<file path="src/sv/assert_macros.svh">
// Assertion macros shared by the grouper RTL.
// Every check is sampled on clock and disabled while reset is high.
`ifndef ASSERT_MACROS_SVH
`define ASSERT_MACROS_SVH

// Same-cycle implication
`define CFPG_ASSERT_IMPLY(label, ante, cons, msg) \
   label: assert property (@(posedge clock) disable iff (reset) (ante) |-> (cons)) \
      else $error(msg);

// Next-cycle implication
`define CFPG_ASSERT_NEXT(label, ante, cons, msg) \
   label: assert property (@(posedge clock) disable iff (reset) (ante) |=> (cons)) \
      else $error(msg);

`endif

</file>
<file path="src/sv/cfpg_pkg.sv">
// Package for the conflict-free process grouper.
// Holds the payload structs, fixed field widths and controller/datapath links.
package cfpg_pkg;

   localparam int ID_W        = 16;
   localparam int MASK_W      = 64;
   localparam int GRP_W       = 5;
   localparam int MAX_RESULTS = 32;
   localparam int RES_CNT_W   = 6;

   // One incoming process record
   typedef struct packed {
      logic [ID_W-1:0]   proc_tag;
      logic [MASK_W-1:0] read_mask;
      logic [MASK_W-1:0] write_mask;
      logic              last_process;
   } req_type;

   // One partition member result
   typedef struct packed {
      logic [GRP_W-1:0] group_id;
      logic [ID_W-1:0]  member_id;
      logic             group_end;
      logic             run_end;
      logic             overflowed;
   } rsp_type;

   // Controller to datapath commands
   typedef struct packed {
      logic load;
      logic skip;
      logic open;
      logic scan;
      logic end_group;
      logic finish;
   } cmd_type;

   // Datapath to controller status
   typedef struct packed {
      logic i_done;
      logic i_marked;
      logic scan_done;
      logic res_full;
      logic out_free;
   } sts_type;

endpackage

</file>
<file path="src/sv/cfpg_ctrl.sv">
// Sequencer for the grouper: load, pick group seed, scan, drain.
// Depends on cfpg_pkg for command and status structs.
module cfpg_ctrl import cfpg_pkg::*; (
   input  logic    clock,
   input  logic    reset,
   input  logic    req_valid,
   input  logic    req_last,
   output logic    req_ready,
   input  sts_type sts,
   output cmd_type cmd
);

   typedef enum logic [1:0] {
      ST_LOAD,
      ST_NEXT,
      ST_SCAN,
      ST_FINISH
   } state_type;

   state_type state_ff, state_in;

   assign req_ready = (state_ff == ST_LOAD);

   // Next state and commands
   always_comb begin
      cmd      = '0;
      state_in = state_ff;
      case (state_ff)
         ST_LOAD: begin
            if (req_valid) begin
               cmd.load = 1'b1;
               if (req_last) begin
                  state_in = ST_NEXT;
               end
            end
         end
         ST_NEXT: begin
            if (sts.i_done || sts.res_full) begin
               state_in = ST_FINISH;
            end else if (sts.i_marked) begin
               cmd.skip = 1'b1;
            end else begin
               cmd.open = 1'b1;
               state_in = ST_SCAN;
            end
         end
         ST_SCAN: begin
            if (sts.res_full) begin
               state_in = ST_FINISH;
            end else if (sts.scan_done) begin
               cmd.end_group = 1'b1;
               state_in      = ST_NEXT;
            end else begin
               cmd.scan = 1'b1;
            end
         end
         ST_FINISH: begin
            cmd.finish = 1'b1;
            if (sts.out_free) begin
               state_in = ST_LOAD;
            end
         end
         default: begin
            state_in = ST_LOAD;
         end
      endcase
   end

   // State register
   always_ff @(posedge clock) begin
      if (reset) begin
         state_ff <= ST_LOAD;
      end else begin
         state_ff <= state_in;
      end
   end

endmodule

</file>
<file path="config.mk">
export PLATFORM = sky130hd
export DESIGN_NAME = cfpg_ctrl
export DESIGN_NICKNAME = d
export VERILOG_FILES = /design/src/sv/assert_macros.svh /design/src/sv/cfpg_pkg.sv /design/src/sv/cfpg_ctrl.sv
export SDC_FILE = /design/constraint.sdc
export NUM_CORES = 1
export LEC_CHECK = 0
export ABC_AREA = 1
export BUFFER_PORTS_ARGS = -buffer_cell sky130_fd_sc_hd__buf_4
export CAP_MARGIN = 20
export CORE_AREA = 5 5 42 44
export DETAILED_ROUTE_END_ITERATION = 10
export DIE_AREA = 0 0 47 49
export PLACE_DENSITY = 0.39
export SKIP_CTS_REPAIR_TIMING = 1
export SYNTH_ARGS = -nofsm -noshare
export SYNTH_HDL_FRONTEND = slang
export SYNTH_SLANG_ARGS = --single-unit
</file>
<file path="constraint.sdc">
create_clock -name clock -period 1.3 [get_ports clock]
set_input_delay 0 -clock clock [delete_from_list [all_inputs] [get_ports clock]]
set_output_delay 0 -clock clock [all_outputs]
set_load 0.005 [all_outputs]
</file>
==> impl_metrics.yaml <==
run_status:
  status: "finished clean"
worst_setup_path:
  crit_slowest_cell: "dfxtp_2"
  startpoint: "state_ff[0]"
  arrival_ns: 1.09
  crit_chain: "inv_2, nor2_4, inv_1, nor3_1, buf_4"
  crit_type: "reg2out"
  required_ns: 1.30
  r2r-start: "state_ff[0]"
  worst_setup_path_start_kind: "flop"
  cp_max_fo: 7
  critPathCaptureType: "primary output"
  max_stage_delay_ns: 0.39
logic_synthesis:
  syn_nets: 52
  synth_seq_cells: 2
  avgSynthCellArea_um2: 5.47
  yosysWarnings: 0
  synth_cells: 43
  synth_seq_area_share: 0.170
  syn_area_um2: 235
  synth.distinct_cells: 16
floorplanning:
  rows: 14
  dieArea_mm2: 0.00230
  core_area_mm2: 0.00140
  start_util: 0.168
  io_pins: 16
  die_h_um: 49
  fp.dieW_um: 47
global_routing:
  grt_first_pass_wirelength_um: 1130
  grt-ovfl-total: 0
  grt_max_degree: 9
  groute.usage.overall: 0.0675
  grt_pass1_vias: 289
  antenna_found_initial: 0
layout:
  top_regs: "state_ff: 2 flops"
  layout.nets: 72
  synthToLayoutAreaGrowth_pct: 66.5
  fin_area_um2: 392
  finalCoreUtilization: 0.279
  fillers: 175
  drive_above_1_share: 0.410
  antennaDiodeCount: 0
  regMostFlops: "state_ff"
  largest_register_ffs: 2
sta:
  slew_headroom: 0.874
  finalHoldViolations: 0
  timing.hold.ws_ns: 0.193
  grt_setup_unrepaired: "false"
  post-route-min-period_ns: 1.09
  tightest_slew_ns: 0.187
  period_share: 0.835
  final.setup.tns_ns: 0
  skew_ns: 0.000294
  setup_viol: 0
  max_freq_mhz: 921
  maxSlewViolCount: 0
placement:
  hpwl_um: 518
  placed_area_um2: 357
  portBuffers: 15
  gp_congestion: 0.648
detailed_routing:
  drtIter0Drc: 7
  drt_pass1_iterations: 4
  antenna_left: 0
  wl_per_cell_um: 8.06
  viasPerCell: 3.95
  wl_um: 621
  post-route-drc-count: 0
  vias: 304
cts:
  cts_tree: "built"
  root_buffer: "clkbuf_4"
  clk_pin_slew_worst_paths_ns: 0.03
  cts_max_level: 1
  clkLatencyLatePin_ns: 0.22
  clockBufferDepth: 2
  cts_sinks: 2
  numCtsBuffers: 3
run:
  maxCapViolCount: 0
worst_hold_path:
  hold_class: "in2reg"
  hp-start: "sts[3]"
power:
  power_leakage_nw: 0.233
  peakVddDrop_mv: 0.718
  power_density_mw_per_mm2: 1730
worst paths after layout:
check	depth (start not counted)	to	slack, ns
setup / recovery	5	cmd[3]	0.21
hold / removal	4	state_ff[0]	0.19
setup reg to reg	7	state_ff[1]	0.26
hold reg to reg	2	state_ff[0]	0.53
kinds of logic after synthesis:
family          after synthesis  synth area share
simple gates                 27             0.548
buf+inv                      12             0.223
flops                         2             0.170
compound gates                2            0.0585
cells in the mapped netlist:
library cell,count,share of area
nand2_1,13,0.21
inv_1,9,0.14
nor2_1,5,0.080
nand3_1,3,0.064
dfxtp_1,2,0.17
a21oi_2,1,0.037
buf_6,1,0.048
clkinv_1,1,0.016
inv_2,1,0.016
nand3_2,1,0.043
nand4_1,1,0.027
nor2_2,1,0.027
nor2_4,1,0.048
nor3_1,1,0.021
nor3b_1,1,0.032
o21ai_0,1,0.021
through the flow:
stage	power [mW]	instances	setup WS [ns]
after floorplan	0.426	43	0.279
after global placement	0.548	73	0.150
after detailed placement	0.544	73	0.147
after CTS	0.685	76	0.0937
after global routing	0.793	77	0.0625
final	0.679	77	0.214
per-layer routing:
metal  vias up  GRT usage  share of wire
met3         0     0.0295           0.10
met1       133     0.0830           0.39
met4         0     0.0415              0
met2         7     0.0928           0.50
li1        164          -              -
met5         -          0              0
cells in the final DEF, fill, tap and decap left out, types with 2 or more instances in the layout:
master / n
buf_4: 15
nor2_1: 5
clkbuf_4: 3
nand2_1: 13
nand3_1: 3
inv_1: 9
dfxtp_2: 2
area by class of cell:
class                   instances  area, µm²  area share
inverters                      11       41.3       0.105
flip-flops and latches          2       42.5       0.109
clock buffers                   3       22.5      0.0575
multi-input cells              29        143       0.364
repair buffers                 16        123       0.313
well taps                      16       20.0      0.0511
power by group:
| group | switching (mW) | total (mW) | internal, mW |
|---|---|---|---|
| Combinational | 0.196 | 0.377 | 0.180 |
| Clock | 0.0326 | 0.134 | 0.102 |
| Sequential | 0.0688 | 0.169 | 0.0999 |
| Total | 0.298 | 0.679 | 0.382 |
worst max-delay path, delay by kind of cell, from the launching register on:
kind / cells / cell delay, ns
buffers and inverters: 3 / 0.26
flip-flops: 1 / 0.39
AND/OR/NAND/NOR: 2 / 0.21
Note: power is estimated with default switching activity, not from simulation.
